## src/hw/rtl/ppe_ram.sv

```systemverilog
`timescale 1ns / 1ps

module ppe_ram #(
  parameter int unsigned WIDTH = 16,
  parameter int unsigned DEPTH = 256,
  localparam int unsigned AW   = (DEPTH > 1) ? $clog2(DEPTH) : 1
) (
  input  logic             clk_i,
  input  logic             we_i,
  input  logic [AW-1:0]    waddr_i,
  input  logic [WIDTH-1:0] wdata_i,
  input  logic             re_i,
  input  logic [AW-1:0]    raddr_i,
  output logic [WIDTH-1:0] rdata_o
);

  logic [WIDTH-1:0] mem_q [DEPTH];
  logic [WIDTH-1:0] rdata_q;

  always_ff @(posedge clk_i) begin
    if (we_i) begin
      mem_q[waddr_i] <= wdata_i;
    end
  end

  // read data holds until the next read
  always_ff @(posedge clk_i) begin
    if (re_i) begin
      rdata_q <= mem_q[raddr_i];
    end
  end

  assign rdata_o = rdata_q;

endmodule

```

## config.mk

```make
export PLATFORM = sky130hd
export DESIGN_NAME = ppe_ram
export DESIGN_NICKNAME = d
export VERILOG_FILES = /design/src/hw/rtl/ppe_ram.sv
export SDC_FILE = /design/constraint.sdc
export NUM_CORES = 2
export LEC_CHECK = 0
export BUFFER_PORTS_ARGS = -buffer_cell sky130_fd_sc_hd__buf_2
export CAP_MARGIN = 20
export CORE_ASPECT_RATIO = 0.9
export CORE_MARGIN = 5
export CORE_UTILIZATION = 45
export DETAILED_ROUTE_END_ITERATION = 8
export PLACE_DENSITY_LB_ADDON = 0.1
export SYNTH_ARGS = -nofsm -noshare
export SYNTH_HDL_FRONTEND = slang
export SYNTH_SLANG_ARGS = --single-unit
```

## constraint.sdc

```tcl
create_clock -name clk_i -period 3.1 [get_ports clk_i]
set_input_delay 0.62 -clock clk_i [delete_from_list [all_inputs] [get_ports clk_i]]
set_output_delay 0.62 -clock clk_i [all_outputs]
set_load 0.005 [all_outputs]
```

# ---- Word-level counts from Yosys, hierarchy flattened
# Memories as Yosys holds them, arrays and structs flattened. A register that Yosys moved wholly into a read port is not among the register bits.
# Cells that the tools add are included.
dict set report totals {
  regBits 0
  ram_bits 4096
  inputBits 35
  output_inout_bits 16
  wordCells 3
  n_memories 1
}
dict set report classes {
  n_mux 2
}
# memory depth word_bits read_ports rd_ports_with_merged_regs wr line_no
set mem_list {}
lappend mem_list {mem_q 256 16 1 1 1 17} ;# logic [WIDTH-1:0] mem_q [DEPTH];
# operator count
set ops {}
lappend ops {{$mux 1} 2}

# ---- Logic depth before layout (Yosys ltp)
dict set report depth {
  ltp_word 2
  ltp_mapped 12
  mapped_depth_nobuf 6
}

# ---- Worst setup path after synthesis
# No wires, ideal clock.
dict set report synth_path {
  kind {input to register}
  startpoint {in raddr_i[0]}
  endpoint {reg rdata_q[4], in the netlist rdata_o[4], read port of mem_q, data pin}
  setup_ns 0.265
  t_arrival_ns 2.604
  required_ns 2.835
  path_slack_ns 0.231
  cell_stages 8
  path_buffers 3
  cell_sequence {buf_6 buf_6 buf_2 mux4_2 mux4_2 a22o_1 o32ai_2 nor4_2}
}
# element line_no
set synth_lines {}
lappend synth_lines {{start, declared} 13} ;# input logic [AW-1:0] raddr_i,
lappend synth_lines {{end, declared} 18} ;# logic [WIDTH-1:0] rdata_q;

==> run summary <==
max-cap violation count -> 0
Post-synth EDFFs -> 4,112
register-to-register setup slack -> 0.06 ns
Max Clock Skew -> 0.0382 ns
Num CTS Buffers -> 419
Power Density -> 623 mW/mm^2
synth warn -> 0
Final Net Count -> 8,519
CTS root buf -> clkbuf_16
hold crit path type -> primary input to register
core area -> 0.352 mm^2
GR Util met3 -> 3.71%
antenna violations before repair -> 29
CTS tree -> built
Setup WS post-layout -> 0.0611 ns
reg-to-reg startpoint -> mem_q[2][10]
Max Freq -> 329 MHz
Mapped Area -> 0.159 mm^2
cells after synthesis -> 7,360
Critical Path Fanout Max -> 1
Synth Area per Inst -> 21.6 um^2
Non-Filler Instances -> 13.5k
Slew Limit Fails -> 0
Syn Nets -> 7,395
clk sinks -> 4,112
DIE HEIGHT -> 574 um
area growth from synthesis to layout -> 17.8%
worst skew pair latency -> 0.95 ns
gr busiest metal -> met2
I/O Buffers -> 50
largest family of logic cells by synthesized area -> multiplexers
DRC violations left -> 0
DP HPWL -> 286 mm
Yosys top cell area share -> 77.7%
outcome -> complete, no violations
slowest cell delay on critical path -> 0.71 ns
Compound-Gate Fraction of Synth Area -> 3.53%
die footprint -> 0.365 mm^2
layout cell share with drive strength beyond 1 -> 31.3%
FP Rows -> 207
vias in the first global route -> 81.2k
Post-Synth Adder-Cell Area -> 0%
first-pass GRT wire length -> 637 mm
Die Wd -> 636 um
Most common cell on crit path -> buf_4
CP Launch Point -> mem_q[2][10]
fin crit share -> 98.0%
Required @ worst endpoint -> 3.79 ns
setup violators final -> 0
Routed WL -> 452 mm
top_reg_cell synth -> edfxtp_1
worst setup path endpoint -> rdata_o[10]
Area contributors post-synth -> edfxtp_1 78%, mux4_2 11%, mux2i_1 3.6%, o221ai_1 1.4%, nor2_1 0.72%
grt ovf -> 0
Crit path depth -> 8
Worst Setup End Kind -> register
setup bufs post-CTS -> 0
CP startpoint kind -> register
H-tree depth -> 5
Yosys reg bits -> 4,112
reg-to-reg endpoint -> rdata_o[10]
pre-CTS WS -> -1.36 ns
Worst Max-Slew Pin Slew -> 1.28 ns
Max-slew headroom -> 14.5%
crit path time final -> 3.04 ns
peak supply drop -> 0.514 mV
met1 GRT Util -> 36.1%
Ports -> 51
Worst-path clk slew -> 0.06 ns
ANT nets after route -> 0
initial DRC count -> 9,100
kind of critical path -> register to register
Reg2Reg Depth -> 8
Simple-Gate Fraction of Synth Area -> 1.57%
CP Cell Sequence -> mux4_2 -> mux2_2 -> a22oi_1 -> buf_4 -> nand2_1 -> o32ai_1 -> buf_4 -> nor4_1
average wire per standard cell -> 33.4 um
total number of vias -> 81.3k
DRT Pass-1 Iters -> 8
XOR/XNOR share of the synthesized area -> 0%
met2 global-route usage -> 38.6%
Initial Utilization -> 45.1%
Lkg Pwr -> 60.6 nW
Top delay family on crit path -> compound AO/OA/AOI/OAI gates
RSZ-0062 raised after global routing -> no
hold_ws -> 0.0796 ns
Seq/Total Area, Yosys -> 77.7%
GP Congestion -> 0.852
post-synthesis cell type count -> 51
fraction of registers with async set/reset -> 0%
Vias/cell -> 6.01
Final Hold Viols -> 0
Slowest-stage cell, CP -> a22oi_1
post-synthesis mux area share -> 15.5%
crit path DAT -> 3.73 ns
dpl cells -> 12.8k
Worst Path Buf+Inv -> 2
gr usage total -> 24.5%
largest net degree at the start of global routing -> 113
Clock Tree Buf Depth -> 4
leading area contributor after synthesis -> edfxtp_1
## cell usage after synthesis (all sizes together) (16+ instances only)
cell,n
edfxtp,4112
nand2,38
a21oi,175
nor3,92
o31ai,16
mux4,797
a221oi,28
nor2,304
o221ai,253
mux2i,565
o21ai,38
nand3,35
a22oi,43
nor4,18
mux2,88
a22o,32
buf,222
o32ai,21
o22ai,148
a211oi,18
nand4,26
clkbuf,230
## how the worst min path moves through the flow
stage	from	to	cells after the start
after floorplan	wdata_i[0]	mem_q[0][0]	0
after global placement	wdata_i[15]	mem_q[247][15]	1
after detailed placement	wdata_i[15]	mem_q[247][15]	1
after CTS	wdata_i[9]	mem_q[178][9]	1
after global routing	wdata_i[3]	mem_q[111][3]	1
final	wdata_i[3]	mem_q[110][3]	1
## worst reg2reg max path, stage by stage (launching register included)
cell	delay [ns]
edfxtp_1	0.37
mux4_2	0.47
mux2_2	0.30
a22oi_1	0.71
buf_4	0.24
nand2_1	0.10
o32ai_1	0.29
buf_4	0.23
nor4_1	0.07
## cells by family after synthesis
| group | count (synthesis) |
|---|---|
| and+or+nand+nor | 556 |
| AOI/OAI and AO/OA | 786 |
| muxes | 1450 |
| DFF | 4112 |
| buffers and inverters | 456 |
## flip-flops by register name (all words and copies together) (netlist names)
name and flops:
mem_q 4096, rdata_o 16
## cell usage in the layout (no fill, tap or decap), types with 9 or more instances in the layout
cell and instances:
edfxtp_1 4112, buf_4 881, mux4_2 797, mux2i_1 565, clkbuf_16 428, o221ai_1 252
buf_12 225, a21oi_1 175, nor2_1 169, o22ai_1 148, nor2_2 134, clkinv_1 124
nor3_1 89, mux2_2 88, clkbuf_1 79, clkinv_2 71, a22oi_1 41, nand2_1 37
o21ai_0 37, a22o_1 32, buf_2 29, bufinv_16 28, a221oi_1 27, nand4_1 26
nand3_1 26, o32ai_1 18, a211oi_1 18, nor4_1 17, buf_8 17, o31ai_1 16
and3_1 11, clkinvlp_4 10, diode_2 9, nor2b_1 9, nand3_2 9
## timing repair
item,4_1_cts,5_1_grt
endpoints found under the hold margin,13,0
gates cloned,0,0
setup endpoints to repair,2,3
pin swaps,0,0
gates resized for setup,3,3
hold buffers,1,0
## area by class of cell
class                      instances  area (um^2)
multi-input combinational       2792        33200
clock buffer                     507        11000
timing repair buffer            1155        11600
antenna                            9         22.5
tap                             4702         5880
fill                           27300       165000
clock inverter                   252         2040
sequential                      4112       123000
inverter                           4         27.5
## per-stage QoR
step           power [mW]  TNS [ns]  util [%]  cell area [um^2]
2_1_floorplan        65.6         0         -            159000
3_3_place_gp         69.3    -13.17      49.4            174000
4_1_cts               118         0      53.1            187000
3_5_place_dp         69.3    -12.61      49.4            174000
6_report              117         0      53.1            187000
5_1_grt               120         0      53.1            187000
## power by group
part           internal [mW]  switching, mW  total (mW)
registers               61.3         0.0598        61.4
clock network           27.5           20.9        48.4
logic                   2.61           4.16        6.77
## routing by layer
metal | up-vias | wire length [um] | share of wire [%]
met4 | 4 | 13100 | 2.9
met3 | 598 | 33000 | 7.3
met5 | - | 24 | 0.0053
met1 | 44000 | 194000 | 43
met2 | 3051 | 213000 | 47
li1 | 33600 | - | -
(Power assumes the default switching activity.)
