$ cat src/hw/rtl/ppe_pkg.sv
`timescale 1ns / 1ps

package ppe_pkg;

  localparam int unsigned PALETTE_DEPTH_DEF = 256;
  localparam int unsigned MAX_RUN_DEF       = 128;
  localparam int unsigned COLOR_W           = 16;
  localparam int unsigned INDEX_W           = 8;
  localparam int unsigned COUNT_W           = 8;

  localparam logic FUNC_PAL_WR = 1'b0;
  localparam logic FUNC_PIXEL  = 1'b1;

  typedef enum logic [1:0] {
    DEPTH_1BPP  = 2'd0,
    DEPTH_4BPP  = 2'd1,
    DEPTH_8BPP  = 2'd2,
    DEPTH_16BPP = 2'd3
  } ppe_depth_e;

  // one pixel handed from the sequencer to the output stage
  typedef struct packed {
    logic               valid;
    logic               pass;
    logic               zero;
    logic               last;
    logic [COLOR_W-1:0] word;
  } ppe_issue_t;

endpackage

$ cat src/hw/rtl/ppe_seq.sv
`timescale 1ns / 1ps

module ppe_seq import ppe_pkg::*; #(
  parameter int unsigned PALETTE_DEPTH = PALETTE_DEPTH_DEF,
  parameter int unsigned MAX_RUN       = MAX_RUN_DEF,
  localparam int unsigned IDX_W        = $clog2(PALETTE_DEPTH)
) (
  input  logic               clk_i,
  input  logic               rst_ni,
  input  logic               in_valid_i,
  output logic               in_stall_o,
  input  logic               func_i,
  input  logic [INDEX_W-1:0] palette_index_i,
  input  logic [COLOR_W-1:0] palette_color_i,
  input  logic [COLOR_W-1:0] pixel_data_i,
  input  logic               run_start_i,
  input  logic [COUNT_W-1:0] run_count_i,
  input  logic [1:0]         depth_code_i,
  input  logic [2:0]         start_offset_i,
  input  logic               issue_ok_i,
  output ppe_issue_t         issue_o,
  output logic               wr_en_o,
  output logic [IDX_W-1:0]   wr_addr_o,
  output logic [COLOR_W-1:0] wr_data_o,
  output logic               rd_en_o,
  output logic [IDX_W-1:0]   rd_addr_o
);

  localparam int unsigned LEFT_W = $clog2(MAX_RUN + 1);
  localparam int unsigned CMP_W  = (LEFT_W > COUNT_W) ? LEFT_W : COUNT_W;
  localparam logic [CMP_W-1:0]   MAX_RUN_C = CMP_W'(MAX_RUN);
  localparam logic [LEFT_W-1:0]  LEFT_ONE  = LEFT_W'(1);
  localparam logic [INDEX_W:0]   IDX_LIM   = (INDEX_W + 1)'(PALETTE_DEPTH);

  logic               busy_q, busy_d;
  logic [LEFT_W-1:0]  left_q, left_d;
  ppe_depth_e         mode_q, mode_d;
  logic [2:0]         pos_q, pos_d;
  logic [COLOR_W-1:0] word_q, word_d;

  logic               accept;
  logic               px_acc;
  logic               issue;
  logic               byte_done;
  logic [CMP_W-1:0]   count_ext;
  logic [LEFT_W-1:0]  count_sat;
  logic [7:0]         src_byte;
  logic [INDEX_W-1:0] idx;
  logic               in_range;
  logic               pass;

  assign accept     = in_valid_i && !busy_q;
  assign px_acc     = accept && (func_i == FUNC_PIXEL);
  assign in_stall_o = busy_q;

  assign wr_en_o   = accept && (func_i == FUNC_PAL_WR) &&
                     ({1'b0, palette_index_i} < IDX_LIM);
  assign wr_addr_o = palette_index_i[IDX_W-1:0];
  assign wr_data_o = palette_color_i;

  assign count_ext = CMP_W'(run_count_i);
  assign count_sat = (count_ext > MAX_RUN_C) ? LEFT_W'(MAX_RUN_C) : LEFT_W'(count_ext);

  assign src_byte = word_q[7:0];
  assign issue    = busy_q && issue_ok_i;
  assign pass     = (mode_q == DEPTH_16BPP);

  always_comb begin
    idx       = '0;
    byte_done = 1'b1;
    unique case (mode_q)
      DEPTH_1BPP: begin
        idx       = {{(INDEX_W-1){1'b0}}, src_byte[3'd7 - pos_q]};
        byte_done = (pos_q == 3'd7);
      end
      DEPTH_4BPP: begin
        idx       = pos_q[0] ? {4'b0, src_byte[3:0]} : {4'b0, src_byte[7:4]};
        byte_done = pos_q[0];
      end
      DEPTH_8BPP: begin
        idx = src_byte;
      end
      DEPTH_16BPP: begin
        idx = '0;
      end
      default: begin
        idx = '0;
      end
    endcase
  end

  assign in_range  = ({1'b0, idx} < IDX_LIM);
  assign rd_en_o   = issue && !pass && in_range;
  assign rd_addr_o = idx[IDX_W-1:0];

  always_comb begin
    issue_o.valid = issue;
    issue_o.pass  = pass;
    issue_o.zero  = !pass && !in_range;
    issue_o.last  = (left_q == LEFT_ONE);
    issue_o.word  = word_q;
  end

  always_comb begin
    busy_d = busy_q;
    left_d = left_q;
    mode_d = mode_q;
    pos_d  = pos_q;
    word_d = word_q;
    if (px_acc) begin
      word_d = pixel_data_i;
      if (run_start_i) begin
        left_d = count_sat;
        mode_d = ppe_depth_e'(depth_code_i);
        pos_d  = start_offset_i;
      end else begin
        pos_d = 3'd0;
      end
      busy_d = (left_d != '0);
    end else if (issue) begin
      left_d = left_q - LEFT_ONE;
      busy_d = !(byte_done || (left_q == LEFT_ONE));
      if (mode_q == DEPTH_4BPP) begin
        pos_d = 3'd1;
      end else begin
        pos_d = pos_q + 3'd1;
      end
    end
  end

  always_ff @(posedge clk_i or negedge rst_ni) begin
    if (!rst_ni) begin
      busy_q <= 1'b0;
      left_q <= '0;
      mode_q <= DEPTH_1BPP;
      pos_q  <= 3'd0;
    end else begin
      busy_q <= busy_d;
      left_q <= left_d;
      mode_q <= mode_d;
      pos_q  <= pos_d;
    end
  end

  always_ff @(posedge clk_i) begin
    word_q <= word_d;
  end

endmodule

$ cat config.mk
export PLATFORM = sky130hd
export DESIGN_NAME = ppe_seq
export DESIGN_NICKNAME = d
export VERILOG_FILES = /design/src/hw/rtl/ppe_pkg.sv /design/src/hw/rtl/ppe_seq.sv
export SDC_FILE = /design/constraint.sdc
export NUM_CORES = 1
export LEC_CHECK = 0
export BUFFER_PORTS_ARGS = -buffer_cell sky130_fd_sc_hd__buf_4
export CORE_UTILIZATION = 43
export DETAILED_ROUTE_END_ITERATION = 8
export HOLD_SLACK_MARGIN = 0.05
export PLACE_DENSITY = 0.88
export SYNTH_ARGS = -nofsm -noshare
export SYNTH_HDL_FRONTEND = slang
export SYNTH_SLANG_ARGS = --single-unit
$ cat constraint.sdc
create_clock -name clk_i -period 2.9 [get_ports clk_i]
set_clock_uncertainty 0.1 [all_clocks]
set_input_delay 0.87 -clock clk_i [delete_from_list [all_inputs] [get_ports clk_i]]
set_output_delay 0.87 -clock clk_i [all_outputs]
set_load 0.01 [all_outputs]
After elaboration in Yosys (flattened, before gate mapping)
Index checks and enable logic that the tools add are counted.
Storage, ports and cells
  input bits: 59
  flip-flop bits (word level): 30
  word-level logic and storage cells: 45
Cells by class
  multiplexer cells: 16
  add/sub/neg operators: 3
  bitwise operators: 1
  eq/ne operators: 5
  reductions and logical operators: 13
  $lt $le $gt $ge: 2
Operators by type and width (number)
  2-to-1 mux 8 bit: 5
  one-hot mux 8 bit (4 select lines): 1
  2-to-1 mux 3 bit: 4
  equality test 8 x 1 -> 1 bit, second input constant: 1
  greater-than comparator 8 bit, second input constant: 1
  nonzero test 8 bit: 1
  subtractor 8 x 1 -> 8 bit, second input constant: 1
  logical AND 1 bit: 5
  equality test 2 bit, second input constant: 2
  less-than comparator 3 x 4 -> 1 bit, second input constant: 1
  2-to-1 mux 4 bit: 1
  adder 3 x 1 -> 3 bit, second input constant: 1
  binary-select mux 1 bit (select 3 bit): 1
  equality test 3 bit, second input constant: 1
  logical NOT 1 bit: 3
  2-to-1 mux 1 bit: 3
  subtractor 3 bit, first input constant: 1
  equality test 2 x 1 -> 1 bit, second input constant: 1
  logical NOT 2 bit: 1
  one-hot mux 1 bit (2 select lines): 1
  AND reduction 2 bit: 1
  nonzero test 2 bit: 1
  logical OR 1 bit: 1
  NOT 1 bit: 1

Logic depth before layout (Yosys ltp)
  depth after elaboration: 6
  gate-level depth with buffers: 6
  mapped depth without buffers: 6

Worst setup path before layout
No wires, ideal clock.
  path kind: register to output
  from: register pos_q[0]
  to: output rd_addr_o[0]
  buffers on the path: 1
  cell stages (with the launch flop): 5
  path slack: 0.523 ns
  arrival time: 1.407 ns
  path through: dfrtp_1 > clkbuf_1 > mux4_2 > nand2b_1 > a221o_1
Between the ends
  cells in the longest elaborated chain, start to end: 4
  elaborated cells between the ends (all ways): 5
  classes of those cells: add/sub: 1; mux: 4
RTL lines
  start, declared: RTL line ppe_seq.sv:38  | logic [2:0] pos_q, pos_d;
  start signal, assigned: RTL line ppe_seq.sv:141  | pos_q <= pos_d;
  subtractor 3 bit: RTL line ppe_seq.sv:73  | idx = {{(INDEX_W-1){1'b0}}, src_byte[3'd7 - pos_q]};
  binary-select mux 1 bit (select 3 bit): RTL line ppe_seq.sv:73
  2-to-1 mux 1 bit (implied by the code): RTL line ppe_seq.sv:73
  one-hot mux 8 bit (4 select lines) (*): RTL line ppe_seq.sv:71  | unique case (mode_q)
  end, declared: RTL line ppe_seq.sv:26  | output logic [IDX_W-1:0] rd_addr_o
Mark *: on every way between the ends. The rest lies on a longest branch, timed or not. The select of a mux whose other input is x is not followed.

Worst setup path after layout
  from: register pos_q[1]
  to: output rd_addr_o[0]
Between the ends
  cells in the longest elaborated chain, start to end: 4
RTL lines (RTL line)
  subtractor 3 bit: ppe_seq.sv:73
  binary-select mux 1 bit (select 3 bit): ppe_seq.sv:73
  2-to-1 mux 1 bit (implied by the code): ppe_seq.sv:73
  one-hot mux 8 bit (4 select lines): ppe_seq.sv:71
Every way passes these cells. The select of a mux whose other input is x is not followed.

==> results.json <==
{
  "grt_remaining_overflow": 0,
  "p_leak_uw": 0.000982,
  "coreArea_sq_mm": 0.00403,
  "ir_worst_vdd_v": 0.000319,
  "synth_top_area_cell": "edfxtp_1",
  "cts_hold_buf": 0,
  "max_slew_margin_pct": 58.5,
  "drive_above_1_share_pct": 40.0,
  "htree_levels": 2,
  "cts_tree": "yes",
  "ys_async_sr_fraction_pct": 46.7,
  "end_kind": "primary output",
  "r2r_cells": 4,
  "powerDensity_mw_per_mm2": 835,
  "cp_top_family": "flip-flops",
  "worstPathMaxFanout": 6,
  "dr.first_iter.drc_count": 54,
  "grt_max_degree": 18,
  "final.fill_count": 361,
  "status": "finished clean",
  "fmax_mhz": 359,
  "crit_arrival_ns": 1.81,
  "cp_slowest_cell": "dfrtp_2",
  "r2r_setup_slack_ns": 1.00,
  "crit_buf_inv": 1,
  "routed_via_density": 5.47,
  "die_w_um": 66.8,
  "worstSetupPathType": "reg -> out",
  "post-dp-hpwl_um": 3040,
  "cts_buffers": 5,
  "min_path_type": "in -> async",
  "die_h_um": 66.8,
  "synth_edf_count": 16,
  "postCtsSetupRepairBufs": 0,
  "grt_pass1_wl_um": 6360,
  "tightest_slew_ns": 0.618,
  "synth_cell_types": 48,
  "crit_path_start_kind": "flip-flop",
  "grt.total_usage_pct": 19.4,
  "drtAntennaViolNets": 0,
  "yosys-top-cells-count": "buf_4, edfxtp_1, nor2_1",
  "wl_um": 4030,
  "hold_viol_final": 0,
  "syn-instance-count": 172,
  "layout.nets": 277,
  "yosysWarnings": 0,
  "fin_setup_tns_ns": 0,
  "multiInputGateArea_sq_um": 719,
  "worstPathCellList": "mux2_2 -> nor3b_1 -> nor4_1 -> a221o_1 -> buf_4",
  "setup_violations": 0,
  "avgSynthCellArea_sq_um": 10.5,
  "finalCriticalPeriod_ns": 2.78,
  "cp.depth": 5,
  "drc": 0,
  "cap_violations": 0,
  "synth_top_area_share_pct": 26.6,
  "wire_per_inst_um": 15.2,
  "clockBufferDepth": 2,
  "portBuffers": 64,
  "seqCellArea_sq_um": 832,
  "firstDrtPassIters": 4,
  "dieArea_sq_mm": 0.00446,
  "yosysSeqAreaShare_pct": 46.0,
  "synth_ff_type": "edfxtp_1",
  "fin_ws_ns": 0.117,
  "syn2layout_area_growth_pct": 23.8,
  "clock_latency_ns": 0.27,
  "synth_area_leaders": "edfxtp_1, dfrtp_1, buf_4",
  "antenna_cells": 0,
  "synthesis.nets": 235,
  "initial_utilization_pct": 44.8,
  "synth-seq-cells": 30,
  "grt_pass1_vias": 1380,
  "syn_area_sq_mm": 0.00181,
  "path_clk_slew_ns": 0.06,
  "cp.required_ns": 1.93,
  "critPathMaxStageDelay_ns": 0.42,
  "final_max_slew_viol_count": 0,
  "rows": 23,
  "io_pins": 114,
  "cts.sinks": 30,
  "pre_cts_slack_ns": 0.361,
  "clock-root-buffer": "clkbuf_8",
  "vias": 1450,
  "timing.final.crit_share_pct": 96.0,
  "synth_most_common_cell": "buf_4",
  "antenna_found_initial": 0,
  "place.gp.congestion": 0.879,
  "rsz0062_at_grt": "false"
}
==> final cells by class <==
type,count,share of cell area [%]
inverters,8,1.34
clock buffers,8,4.03
multi-input cells,102,32.2
flip-flops and latches,30,37.2
well taps,50,2.80
repair buffers,67,22.5
==> routing by layer <==
layer / global-route usage (%) / share of wire (%) / vias up
li1: - / - / 685
met1: 21.8 / 39 / 700
met2: 32.6 / 53 / 40
met3: 5.48 / 4.5 / 25
met4: 10.9 / 3.4 / 0
met5: 0 / 0 / -
==> placed cells by master, fill, tap and decap left out, drive strengths merged, types with 2 or more instances in the layout <==
master,instances
a221oi,2
nor4,4
nor3b,2
edfxtp,16
and2,5
a21oi,5
clkbuf,8
nand2,8
nor2,15
dfrtp,14
a22o,2
mux2,4
o22ai,3
a2111oi,2
inv,8
mux2i,3
nor2b,4
nand2b,4
buf,67
ha,4
a221o,4
o21ai,9
nand3,2
==> flip-flops by register name, indices dropped and copies added, names as in the netlist <==
name        count
in_stall_o      1
left_q          8
mode_q          2
pos_q           3
word_q         16
==> kinds of logic (layout without fill, tap and decap cells) <==
logic type	after synthesis	after routing	synth area share (%)
simple gates	50	50	15.6
buf+inv	40	83	14.2
compound gates	38	38	15.3
flops	30	30	46.0
mux	8	8	5.40
fa+ha+maj	4	4	2.77
other cells	1	1	0.208
xor+xnor	1	1	0.485
==> power breakdown <==
| part | leakage (uW) | internal [uW] | total, uW | switching [uW] |
|---|---|---|---|---|
| combinational | 0.000618 | 425 | 812 | 387 |
| sequential | 0.000318 | 572 | 724 | 153 |
| clock | 0.0000455 | 193 | 331 | 138 |
==> what timing repair did <==
action | CTS | global route
endpoints found under the hold margin | 0 | 0
endpoints found under the setup margin | 0 | 1
resized for setup | 0 | 1
==> per-stage QoR <==
stage | cells | hold WS [ns] | area [sq um] | power (uW) | utilization, %
floorplan | 172 | 0.401 | 1810 | 1260 | -
global placement | 257 | 0.433 | 2150 | 1500 | 53.3
detailed placement | 257 | 0.436 | 2150 | 1530 | 53.3
CTS | 265 | 0.340 | 2240 | 1880 | 55.5
global route | 265 | 0.343 | 2240 | 2010 | 55.5
finish | 265 | 0.340 | 2240 | 1870 | 55.5
==> worst paths after layout <==
| kind | start | to |
|---|---|---|
| setup / recovery | pos_q[1] | rd_addr_o[0] |
| hold / removal | rst_ni | left_q[1] |
| setup reg to reg | left_q[0] | in_stall_o |
| hold reg to reg | left_q[5] | left_q[5] |
| max in group asynchronous | rst_ni | pos_q[1] |
| min in group clk_i | left_q[5] | left_q[5] |
No activity file was read; power rests on OpenSTA's default activity.
