<file path="config.mk">
export PLATFORM = sky130hd
export DESIGN_NAME = ppe_out
export DESIGN_NICKNAME = d
export VERILOG_FILES = /design/src/hw/rtl/ppe_pkg.sv /design/src/hw/rtl/ppe_out.sv
export SDC_FILE = /design/constraint.sdc
export NUM_CORES = 1
export LEC_CHECK = 0
export ABC_CLOCK_PERIOD_IN_PS = 2200
export BUFFER_PORTS_ARGS = -buffer_cell sky130_fd_sc_hd__buf_2
export CAP_MARGIN = 20
export CORE_ASPECT_RATIO = 1.75
export CORE_UTILIZATION = 40
export CTS_BUF_LIST = sky130_fd_sc_hd__clkbuf_16
export DETAILED_ROUTE_END_ITERATION = 16
export PLACE_DENSITY = 0.71
export SLEW_MARGIN = 15
export SYNTH_ARGS = -nofsm -noshare
export SYNTH_HDL_FRONTEND = slang
export SYNTH_SLANG_ARGS = --single-unit
</file>
<file path="constraint.sdc">
create_clock -name clk_i -period 2.2 [get_ports clk_i]
set_input_delay 0.33 -clock clk_i [delete_from_list [all_inputs] [get_ports clk_i]]
set_output_delay 0.33 -clock clk_i [all_outputs]
set_load 0.005 [all_outputs]
</file>
<file path="src/hw/rtl/ppe_pkg.sv">
`timescale 1ns / 1ps

package ppe_pkg;

  localparam int unsigned PALETTE_DEPTH_DEF = 256;
  localparam int unsigned MAX_RUN_DEF       = 128;
  localparam int unsigned COLOR_W           = 16;
  localparam int unsigned INDEX_W           = 8;
  localparam int unsigned COUNT_W           = 8;

  localparam logic FUNC_PAL_WR = 1'b0;
  localparam logic FUNC_PIXEL  = 1'b1;

  typedef enum logic [1:0] {
    DEPTH_1BPP  = 2'd0,
    DEPTH_4BPP  = 2'd1,
    DEPTH_8BPP  = 2'd2,
    DEPTH_16BPP = 2'd3
  } ppe_depth_e;

  // one pixel handed from the sequencer to the output stage
  typedef struct packed {
    logic               valid;
    logic               pass;
    logic               zero;
    logic               last;
    logic [COLOR_W-1:0] word;
  } ppe_issue_t;

endpackage

</file>
<file path="src/hw/rtl/ppe_out.sv">
`timescale 1ns / 1ps

module ppe_out import ppe_pkg::*; (
  input  logic               clk_i,
  input  logic               rst_ni,
  input  ppe_issue_t         issue_i,
  input  logic [COLOR_W-1:0] rd_data_i,
  output logic               issue_ok_o,
  output logic               out_valid_o,
  input  logic               out_stall_i,
  output logic [COLOR_W-1:0] pixel_color_o,
  output logic               last_pixel_o
);

  // pending stage lines up with the memory read data
  logic               pend_q, pend_d;
  logic               pend_pass_q;
  logic               pend_zero_q;
  logic               pend_last_q;
  logic [COLOR_W-1:0] pend_word_q;

  logic               out_valid_q, out_valid_d;
  logic [COLOR_W-1:0] color_q;
  logic               last_q;

  logic               move;
  logic [COLOR_W-1:0] color_sel;

  assign move       = pend_q && (!out_valid_q || !out_stall_i);
  assign issue_ok_o = !pend_q || move;

  assign color_sel = pend_pass_q ? pend_word_q :
                     pend_zero_q ? '0 : rd_data_i;

  always_comb begin
    pend_d = pend_q;
    if (issue_i.valid) begin
      pend_d = 1'b1;
    end else if (move) begin
      pend_d = 1'b0;
    end
    out_valid_d = out_valid_q;
    if (move) begin
      out_valid_d = 1'b1;
    end else if (!out_stall_i) begin
      out_valid_d = 1'b0;
    end
  end

  always_ff @(posedge clk_i or negedge rst_ni) begin
    if (!rst_ni) begin
      pend_q      <= 1'b0;
      out_valid_q <= 1'b0;
    end else begin
      pend_q      <= pend_d;
      out_valid_q <= out_valid_d;
    end
  end

  always_ff @(posedge clk_i) begin
    if (issue_i.valid) begin
      pend_pass_q <= issue_i.pass;
      pend_zero_q <= issue_i.zero;
      pend_last_q <= issue_i.last;
      pend_word_q <= issue_i.word;
    end
    if (move) begin
      color_q <= color_sel;
      last_q  <= pend_last_q;
    end
  end

  assign out_valid_o   = out_valid_q;
  assign pixel_color_o = color_q;
  assign last_pixel_o  = last_q;

endmodule

</file>
# ---- Word level (Yosys, flattened, before mapping)
# Index checks and enable logic that the tools add are counted.
# W data, S select, Z words.
dict set report classes {
  n_eq_ne 1
  muxes 6
  n_reduce_logical 7
}
# operator n
set ops {}
lappend ops {{$mux W16} 2}
lappend ops {{$mux W1} 4}
lappend ops {{$logic_not A1 Y1} 3}
lappend ops {{$logic_or A1 B1 Y1} 2}
lappend ops {{$ne A2 B1 Y1 const B} 1}
lappend ops {{$reduce_bool A2 Y1} 1}
lappend ops {{$logic_and A1 B1 Y1} 1}
dict set report word_totals {
  reg_bits 38
  inputBits 39
  wordCells 22
}

# ---- Logic depth before layout (Yosys ltp)
# Gate-level depths: netlist of the first run.
dict set report logic_depth {
  ltp_word 5
  depth_mapped 4
  ltp_nobuf 2
}

# ---- Worst setup path after synthesis of the first run
# OpenSTA, ideal clock, no wires.
dict set report synth_timing {
  path_type {reg-to-reg}
  start {reg out_valid_q (netlist: out_valid_o)}
  end {reg last_q (netlist: last_pixel_o), enable pin}
  setup_ns 0.417
  arrival_ns 1.691
  slack_ns 0.091
  stages_incl_launch_ff 2
  path_buffers 0
  path_cell_list {dfrtp_1 a21boi_0}
}
dict set report synth_via {
  elab_chain_len 3
}
# element line
set synth_lines {}
lappend synth_lines {{from (decl)} ppe_out.sv:22} ;# logic out_valid_q, out_valid_d;
lappend synth_lines {{from (signal assigned)} ppe_out.sv:56} ;# out_valid_q <= out_valid_d;
lappend synth_lines {{$logic_not A1 Y1} ppe_out.sv:29} ;# assign move = pend_q && (!out_valid_q || !out_stall_i);
lappend synth_lines {{$logic_or A1 B1 Y1} ppe_out.sv:29}
lappend synth_lines {{$logic_and A1 B1 Y1} ppe_out.sv:29}
lappend synth_lines {{named net move} ppe_out.sv:26} ;# logic move;
lappend synth_lines {{to (signal assigned)} ppe_out.sv:69} ;# last_q <= pend_last_q;
lappend synth_lines {{to (decl)} ppe_out.sv:24} ;# logic last_q;
# The timed path passes the listed nets, and every way through them passes these cells.
# A chain may end at the register's enable or synchronous reset.

# ---- Final worst setup path of the first run
dict set report layout_timing {
  start {reg pend_pass_q}
  end {reg color_q[15] (netlist: pixel_color_o[15]), data pin}
}
dict set report layout_via {
  elab_chain_len 1
}
# element line
set layout_lines {}
lappend layout_lines {{from (decl)} ppe_out.sv:17} ;# logic pend_pass_q;
lappend layout_lines {{from (signal assigned)} ppe_out.sv:62} ;# pend_pass_q <= issue_i.pass;
lappend layout_lines {{$mux W16} ppe_out.sv:32} ;# assign color_sel = pend_pass_q ? pend_word_q :
lappend layout_lines {{named net color_sel[15]} ppe_out.sv:27} ;# logic [COLOR_W-1:0] color_sel;
lappend layout_lines {{to (signal assigned)} ppe_out.sv:68} ;# color_q <= color_sel;
lappend layout_lines {{to (decl)} ppe_out.sv:23} ;# logic [COLOR_W-1:0] color_q;
# The timed path passes the listed nets, and every way through them passes these cells.

==> results of run 1 <==
[cell type report]
| class | count | area [sq um] |
|---|---|---|
| fillers | 260 | 1354 |
| clock buffers | 5 | 125.1 |
| flip-flops and latches | 38 | 1131 |
| repair buffers | 59 | 302.8 |
| multi-input cells | 23 | 205.2 |
| well taps | 43 | 53.80 |
| clock inverters | 3 | 37.54 |
[power groups by stage]
stage / Clock [mW] / Sequential, mW / Combinational, mW
6_report: 0.758 / 0.897 / 0.135
5_1_grt: 0.796 / 0.904 / 0.149
4_1_cts: 0.767 / 0.898 / 0.137
3_5_place_dp: 0 / 0.911 / 0.136
3_3_place_gp: 0 / 0.907 / 0.132
2_1_floorplan: 0 / 0.907 / 0.0649
[registers in the layout (all words and copies together) (netlist names)]
name / cells
pend_pass_q: 1
last_pixel_o: 1
pend_last_q: 1
pend_word_q: 16
pend_q: 1
out_valid_o: 1
pixel_color_o: 16
pend_zero_q: 1
[cells in the final DEF, fill, tap and decap left out]
master and count:
sky130_fd_sc_hd__a21boi_2 1, sky130_fd_sc_hd__a21o_1 1, sky130_fd_sc_hd__a22o_1 10, sky130_fd_sc_hd__a22o_2 5
sky130_fd_sc_hd__buf_2 57, sky130_fd_sc_hd__buf_4 1, sky130_fd_sc_hd__bufinv_16 1, sky130_fd_sc_hd__clkbuf_16 5
sky130_fd_sc_hd__dfrtp_1 2, sky130_fd_sc_hd__dlygate4sd3_1 1, sky130_fd_sc_hd__edfxtp_1 36, sky130_fd_sc_hd__inv_1 2
sky130_fd_sc_hd__nand2_1 1, sky130_fd_sc_hd__nand2b_1 1, sky130_fd_sc_hd__nand2b_2 1, sky130_fd_sc_hd__nand3_1 1
sky130_fd_sc_hd__nor2_8 1, sky130_fd_sc_hd__o21ai_0 1
[critical path, delay by kind of cell (launching register included)]
| kind | cells | cell delay, ps |
|---|---|---|
| AO/OA/AOI/OAI | 1 | 240 |
| flip-flops | 1 | 760 |
| AND/OR/NAND/NOR | 1 | 120 |
[worst paths after layout]
kind,start,end,cells after the start
hold reg to reg,pend_last_q$_DFFE_PP_,last_pixel_o$_DFFE_PP_,0
min in group asynchronous,rst_ni,pend_q$_DFFE_PN0P_,2
setup reg to reg,pend_pass_q$_DFFE_PP_,pixel_color_o[15]$_DFFE_PP_,2
max in group asynchronous,rst_ni,out_valid_o$_DFFE_PN0P_,2
hold / removal,issue_i[4],pend_word_q[4]$_DFFE_PP_,1
setup / recovery,pend_pass_q$_DFFE_PP_,pixel_color_o[15]$_DFFE_PP_,2
[cell families after synthesis]
logic type,Yosys count,synth area share
AND/OR/NAND/NOR,5,0.03196
flip-flops,38,0.8256
buffers and inverters,3,0.02739
AO/OA/AOI/OAI,18,0.1151
[stage by stage]
stage / power [mW] / instance area (sq um) / util / worst slack, ps / instances
2_1_floorplan: 0.9718 / 1370 / - / 91.40 / 64
3_3_place_gp: 1.039 / 1683 / 0.5244 / 892.2 / 162
3_5_place_dp: 1.047 / 1683 / 0.5244 / 840.0 / 162
4_1_cts: 1.802 / 1856 / 0.5782 / 840.6 / 171
5_1_grt: 1.850 / 1856 / 0.5782 / 732.3 / 171
6_report: 1.790 / 1856 / 0.5782 / 839.9 / 171
[per-layer routing]
| metal | GRT usage | part of all wire | wire length, microns |
|---|---|---|---|
| met1 | 0.1075 | 0.33 | 714 |
| met3 | 0.05656 | 0.068 | 148 |
| met2 | 0.2408 | 0.58 | 1258 |
| met5 | 0 | 0 | 0 |
| met4 | 0.07059 | 0.023 | 51 |
==> metrics.sh, run 1 <==
STATUS='finished clean'
FINALCRITPERIODSHARE=0.6182
IO_PINS=58
DIEWIDTH_MICRONS=46.24
SW_FRAC_OF_TOTAL=0.1773
WORST_SKEW_PAIR.LATE_LATENCY_PS=270
WIRE_LENGTH_OF_THE_FIRST_GLOBAL_ROUTING_PASS_MM=3.256
P_CLK_FRAC=0.423
POWER.SHARE.COMBINATIONAL=0.076
FINALHOLDVIOLCOUNT=0
SYNTHESIS.NETS=103
HOLDBUFCOUNTCTS=1
SETUP_REPAIR_AFTER_GLOBAL_ROUTING_MISSED_ITS_MARGIN='false'
ANTENNA_VIOLATIONS_BEFORE_REPAIR=0
GLOBALPLACE.CONGESTION=0.6941
DRT_PASS1_ITERATIONS=4
PLACEMENTROWS=27
SYNTHESIS.YOSYS.WARNINGS=0
SETUP.WORST_PATH.END_CLASS='flop'
SYNTH-SEQ-AREA-SHARE=0.8256
CRIT_ARRIVAL_PS=1390
SYNTH-EDFF-COUNT=36
SETUP-VIOLATIONS-FINAL=0
YOSYS_REGISTER_BITS=38
CRIT_PATH_MAX_INCR_DELAY_PS=760
SYNTH_FF_TYPE='sky130_fd_sc_hd__edfxtp_1'
FIN_SKEW_PS=6.951
FP.DIEAREA_SQ_MM=0.003672
CRIT_FANOUT=18
SYNTHDOMINANTAREACELLTYPE='sky130_fd_sc_hd__edfxtp_1'
TYPE_OF_THE_SETUP_PATH_WITH_THE_LEAST_SLACK='reg2reg'
VIA_COUNT_OF_THE_FIRST_GLOBAL_ROUTING_PASS=824
FINAL_SETUP_TNS_PS=0
FINAL.MIN_CLOCK_PERIOD_PS=1360
POWER.DENSITY_mW_PER_MM2=964.6
WORSTPATHREQUIRED_PS=2230
REG2REG_SETUP_SLACK_PS=840
DRC=0
AREA_GROWTH_SYN_TO_LAYOUT_PCT=35.43
ANTENNADIODECOUNT=0
INTPOWER_mW=1.473
SYNTH_CELLS=64
AVGVIACOUNTPERCELL=4.754
WORST_PIN_SLEW_PS=648.7
CTS.SINKS=38
PLACE.PORT_BUFFERS=57
MAXIMUM_NUMBER_OF_PINS_ON_ONE_NET_BEFORE_GLOBAL_ROUTE_REPAIR=21
GRT_USE_TOTAL=0.1320
ROOT_BUFFER='sky130_fd_sc_hd__clkbuf_16'
CP_CELL_SEQUENCE='nor2_8 > a22o_2'
STARTING_DENSITY_OF_THE_CORE=0.4269
CTS_MADE_BUFFERS=5
DRT.ANTENNA.VIOLATING_NETS=0
SYNTH.TOP_CELL.AREA_SHARE=0.7890
CORE_SQ_MM=0.003209
NETLIST_TOP_CELLS_AREA='sky130_fd_sc_hd__edfxtp_1, sky130_fd_sc_hd__a22o_1, sky130_fd_sc_hd__a22o_2, sky130_fd_sc_hd__dfrtp_1, sky130_fd_sc_hd__buf_6'
WORST_HOLD_CLASS='in2reg'
CRITICAL-PATH-SLOWEST-CELL='sky130_fd_sc_hd__edfxtp_1'
CLK_PATH_BUF_DEPTH=2
GLOBALROUTEOVERFLOWTOTAL=0
DRTITER0DRC=17
POST-CTS-SETUP-BUFFERS=0
FIN_NETS=166
CP-START-KIND='flop'
DIE_H_MICRONS=79.42
IR_WORST_VDD_mV=0.9636
POWER.SHARE.SEQUENTIAL=0.501
CTS_HTREE_LEVELS=2
FINAL_LAYOUT_SIZE_SUFFIX_GT1_FRAC=0.5625
SWITCHING_POWER_mW=0.3173
POSTCTSRESIZEDCELLS=0
WIRELENGTH_MM=2.172
ASYNCSETRESETFLOPFRACSYNTH=0.05263
YOSYS.CELL_COUNT.TOP_TYPE='sky130_fd_sc_hd__edfxtp_1'
SYNTHESIS.AREA_SQ_MM=0.001370
YOSYS.CELL_TYPES.COUNT=14
LEAKAGE_POWER_nW=0.7827
WL_PER_CELL_MICRONS=12.70
SYNTH.TOP_CELLS.BY_COUNT='sky130_fd_sc_hd__edfxtp_1, sky130_fd_sc_hd__a22o_1, sky130_fd_sc_hd__a22o_2'
TIMING.SLEW.HEADROOM=0.5675
CAP_VIOLATIONS=0
CLK_SLEW_ON_WORST_S_H_PATHS_PS=50
FINAL.HOLD.WORST_SLACK_PS=230.2
CLOCK.FMAX_MHz=735.2
CTS_TREE='yes'
SLEW_VIOLATIONS=0
DR_TOTAL_VIAS=813
SYNTHESIS.AREA_PER_INSTANCE_SQ_UM=21.41
(Power assumes the default switching activity.)
==> run 2: changes to the inputs <==
Settings changed: ABC_CLOCK_PERIOD_IN_PS 2200 to 1200.
Clock period 2.2 ns to 1.2 ns, I/O delays scaled along.
==> run 2 against run 1 <==
- via count grew 0.98%
- critical endpoint is now pixel_color_o[5]$_DFFE_PP_
- sequential share of layout area down 1.7 points
- combinational power rose by 130%
- flip-flop and latch count unchanged
==> metrics.sh, run 2 (synthesis gave the netlist of run 1 again) <==
ANTENNA_VIOLATIONS_BEFORE_REPAIR=0  # unchanged
FINAL.HOLD.WORST_SLACK_PS=80.49  # was 230.2 ps
TYPE_OF_THE_SETUP_PATH_WITH_THE_LEAST_SLACK='reg2reg'  # unchanged
POWER.SHARE.SEQUENTIAL=0.527  # was 0.501
WORSTHOLDENDPOINT='pend_zero_q$_DFFE_PP_'  # was pend_word_q[4]$_DFFE_PP_
POWER.DENSITY_mW_PER_MM2=1629  # was 964.6 mW/mm^2
ROOT_BUFFER='sky130_fd_sc_hd__clkbuf_16'  # unchanged
DRT.ANTENNA.VIOLATING_NETS=0  # unchanged
CRIT_PATH_MAX_INCR_DELAY_PS=500  # was 760 ps
LEAKAGE_POWER_nW=0.8006  # was 0.7827 nW
CTS_HTREE_LEVELS=2  # unchanged
POSTCTSRESIZEDCELLS=0  # unchanged
CRITPATHTOPFAMILY='flip-flops'  # unchanged
REG2REG_SETUP_SLACK_PS=30  # was 840 ps
CLOCK.FMAX_MHz=857.7  # was 735.2 MHz
GLOBALROUTEOVERFLOWTOTAL=0  # unchanged
POWER.SHARE.COMBINATIONAL=0.100  # was 0.076
FINALCRITPERIODSHARE=0.9716  # was 0.6182
PLACE_HPWL_MM=1.614
SWITCHING_POWER_mW=0.5973  # was 0.3173 mW
CRITICAL-PATH-SLOWEST-CELL='sky130_fd_sc_hd__edfxtp_1'  # unchanged
CTS_MADE_BUFFERS=5  # unchanged
TIMING.CRITICAL_PATH.BUF_INV=1  # was 0
FIN_TOTAL_PWR_mW=3.109  # was 1.790 mW
CP-START-KIND='flop'  # unchanged
GRT_UTIL_MET3=0.05882  # was 0.05656
COMMONEST_NON_FILL_NON_TAP_CELL_IN_THE_LAYOUT='sky130_fd_sc_hd__buf_2'  # unchanged
ANTENNADIODECOUNT=0  # unchanged
WIRE_LENGTH_OF_THE_FIRST_GLOBAL_ROUTING_PASS_MM=3.360  # was 3.256 mm
IO_PINS=58  # unchanged
SETUP.WORST_PATH.START='pend_pass_q$_DFFE_PP_'  # unchanged
SW_FRAC_OF_TOTAL=0.1921  # was 0.1773
SETUP-VIOLATIONS-FINAL=0  # unchanged
FIN_NETS=171  # was 166
HOLDCRITSTARTPOINT='issue_i[17]'  # was issue_i[4]
WORSTPATHREQUIRED_PS=1340  # was 2230 ps
LAYOUT.CELLS.MOST_COMMON_LIST='sky130_fd_sc_hd__buf_2, sky130_fd_sc_hd__edfxtp_1, sky130_fd_sc_hd__a22o_1'  # unchanged
P_CLK_FRAC=0.374  # was 0.423
CLK_PATH_BUF_DEPTH=2  # unchanged
CRIT_FANOUT=7  # was 18
TIMING.RR.START='pend_pass_q$_DFFE_PP_'  # unchanged
GROUTE.LAYER.MET2.USAGE=0.2352  # was 0.2408
IR_WORST_VDD_mV=1.168  # was 0.9636 mV
SETUP_REPAIR_AFTER_GLOBAL_ROUTING_MISSED_ITS_MARGIN='false'  # unchanged
REGAREA_SQ_MM=0.001131  # unchanged
FINAL_LAYOUT_SIZE_SUFFIX_GT1_FRAC=0.5802  # was 0.5625
DRT_PASS1_ITERATIONS=4  # unchanged
WIRELENGTH_MM=2.325  # was 2.172 mm
STARTING_DENSITY_OF_THE_CORE=0.4269  # unchanged
GROUTE.LAYER.MET1.USAGE=0.1192  # was 0.1075
WORSTHOLDPATHCELLS=1  # unchanged
R2R-END='pixel_color_o[5]$_DFFE_PP_'  # was pixel_color_o[15]$_DFFE_PP_
FILLERINSTANCES=252  # was 260
CLK_SLEW_ON_WORST_S_H_PATHS_PS=50  # about the same
FIN_SKEW_PS=2.170  # was 6.951 ps
PLACEMENTROWS=27  # unchanged
CAP_VIOLATIONS=0  # unchanged
CTS_TREE='yes'  # unchanged
FP.DIEAREA_SQ_MM=0.003672  # unchanged
WORST_PIN_SLEW_PS=423.7  # was 648.7 ps
GRT_USE_TOTAL=0.1382  # was 0.1320
INTPOWER_mW=2.512  # was 1.473 mW
DR_TOTAL_VIAS=821  # was 813
TIMING.SLEW.HEADROOM=0.7175  # was 0.5675
SETUP.WORST_PATH.END_CLASS='flop'  # unchanged
DIE_H_MICRONS=79.42  # unchanged
DIEWIDTH_MICRONS=46.24  # unchanged
FINAL_SETUP_TNS_PS=0  # unchanged
AVGVIACOUNTPERCELL=4.718  # was 4.754
STATUS='finished clean'  # unchanged
FINAL.MIN_CLOCK_PERIOD_PS=1166  # was 1360 ps
CTS.SINKS=38  # unchanged
GLOBALPLACE.CONGESTION=0.7682  # was 0.6941
CRIT_ARRIVAL_PS=1310  # was 1390 ps
MAXIMUM_NUMBER_OF_PINS_ON_ONE_NET_BEFORE_GLOBAL_ROUTE_REPAIR=21  # unchanged
TOP_USAGE_LAYER='met2'  # unchanged
VIA_COUNT_OF_THE_FIRST_GLOBAL_ROUTING_PASS=811  # was 824
SHARE_OF_THE_CORE_FILLED_WITH_CELLS_IN_THE_FINAL_LAYOUT=0.5945  # was 0.5782
AREA_GROWTH_SYN_TO_LAYOUT_PCT=39.27  # was 35.43%
WL_PER_CELL_MICRONS=13.36  # was 12.70 microns
PLACE.PORT_BUFFERS=57  # unchanged
WORST_HOLD_CLASS='in2reg'  # unchanged
WORST_SKEW_PAIR.LATE_LATENCY_PS=270  # about the same
AREA_USED_BY_MULTI_INPUT_COMBINATIONAL_LOGIC_SQ_UM=224.0  # was 205.2 sq um
DRTITER0DRC=21  # was 17
SLEW_VIOLATIONS=0  # unchanged
DRC=0  # unchanged
CORE_SQ_MM=0.003209  # unchanged
CP_CELL_SEQUENCE='buf_12 > nor2_4 > a22o_1'  # was nor2_8 > a22o_2
REG2REGPATHDEPTH=3  # was 2
FINALHOLDVIOLCOUNT=0  # unchanged
-- run 2: cell count changes in the layout (fill, tap and decap cells not counted) --
cell	delta
sky130_fd_sc_hd__inv_1	-2
sky130_fd_sc_hd__bufinv_16	-1
sky130_fd_sc_hd__nor2_4	+1
sky130_fd_sc_hd__clkinv_1	+1
sky130_fd_sc_hd__buf_4	+1
sky130_fd_sc_hd__buf_12	+3
sky130_fd_sc_hd__a21boi_2	-1
sky130_fd_sc_hd__a21boi_4	+1
-- run 2: layout make-up --
class / count / area share
Clock buffer: 5 / 0.06557
Tap cell: 43 / 0.02820
Multi-Input combinational cell: 24 / 0.1174
Timing Repair Buffer: 63 / 0.1941
Clock inverter: 1 / 0.001967
Sequential cell: 38 / 0.5928
-- run 2: worst max path at each step --
stage               slack (ps)  cells after the start                    endpoint
floorplan                   30                      1      last_pixel_o$_DFFE_PP_
global placement            30                      2  pixel_color_o[5]$_DFFE_PP_
detailed placement         -10                      2  pixel_color_o[7]$_DFFE_PP_
CTS                         20                      3  pixel_color_o[0]$_DFFE_PP_
global route                 4                      2  pixel_color_o[9]$_DFFE_PP_
finish                      30                      3  pixel_color_o[5]$_DFFE_PP_
-- run 2: stage by stage --
stage,instance area (sq um),setup slack (ps),cells
after floorplan,1381,29.04,64
after global placement,1738,31.15,165
after detailed placement,1738,-9.568,165
after CTS,1897,24.56,173
after global routing,1908,3.555,174
final,1908,34.11,174
-- run 2: power by group through the flow --
stage               Sequential, mW  Combinational, mW  Clock, mW
floorplan                     1.66              0.123          0
global placement              1.66              0.279          0
detailed placement            1.66              0.289          0
CTS                           1.64              0.307       1.19
global route                  1.65              0.337       1.23
finish                        1.64              0.310       1.16
-- run 2: timing repair --
item                                    4_1_cts  5_1_grt
endpoints found under the hold margin         2        0
buffers inserted                              1        0
pin swaps                                     0        1
endpoints found under the setup margin        9       10
hold buffers                                  1        0
cloned                                        0        1
-- run 2: routing by layer --
layer	part of all wire	vias up
met5	0	-
met2	0.54	43
li1	-	396
met3	0.072	9
met4	0.036	0
met1	0.35	373
-- run 2: worst reg2reg max path, stage by stage (launching register included) --
cell and delay [ps]:
sky130_fd_sc_hd__edfxtp_1 500, sky130_fd_sc_hd__buf_12 190, sky130_fd_sc_hd__nor2_4 190, sky130_fd_sc_hd__a22o_1 160
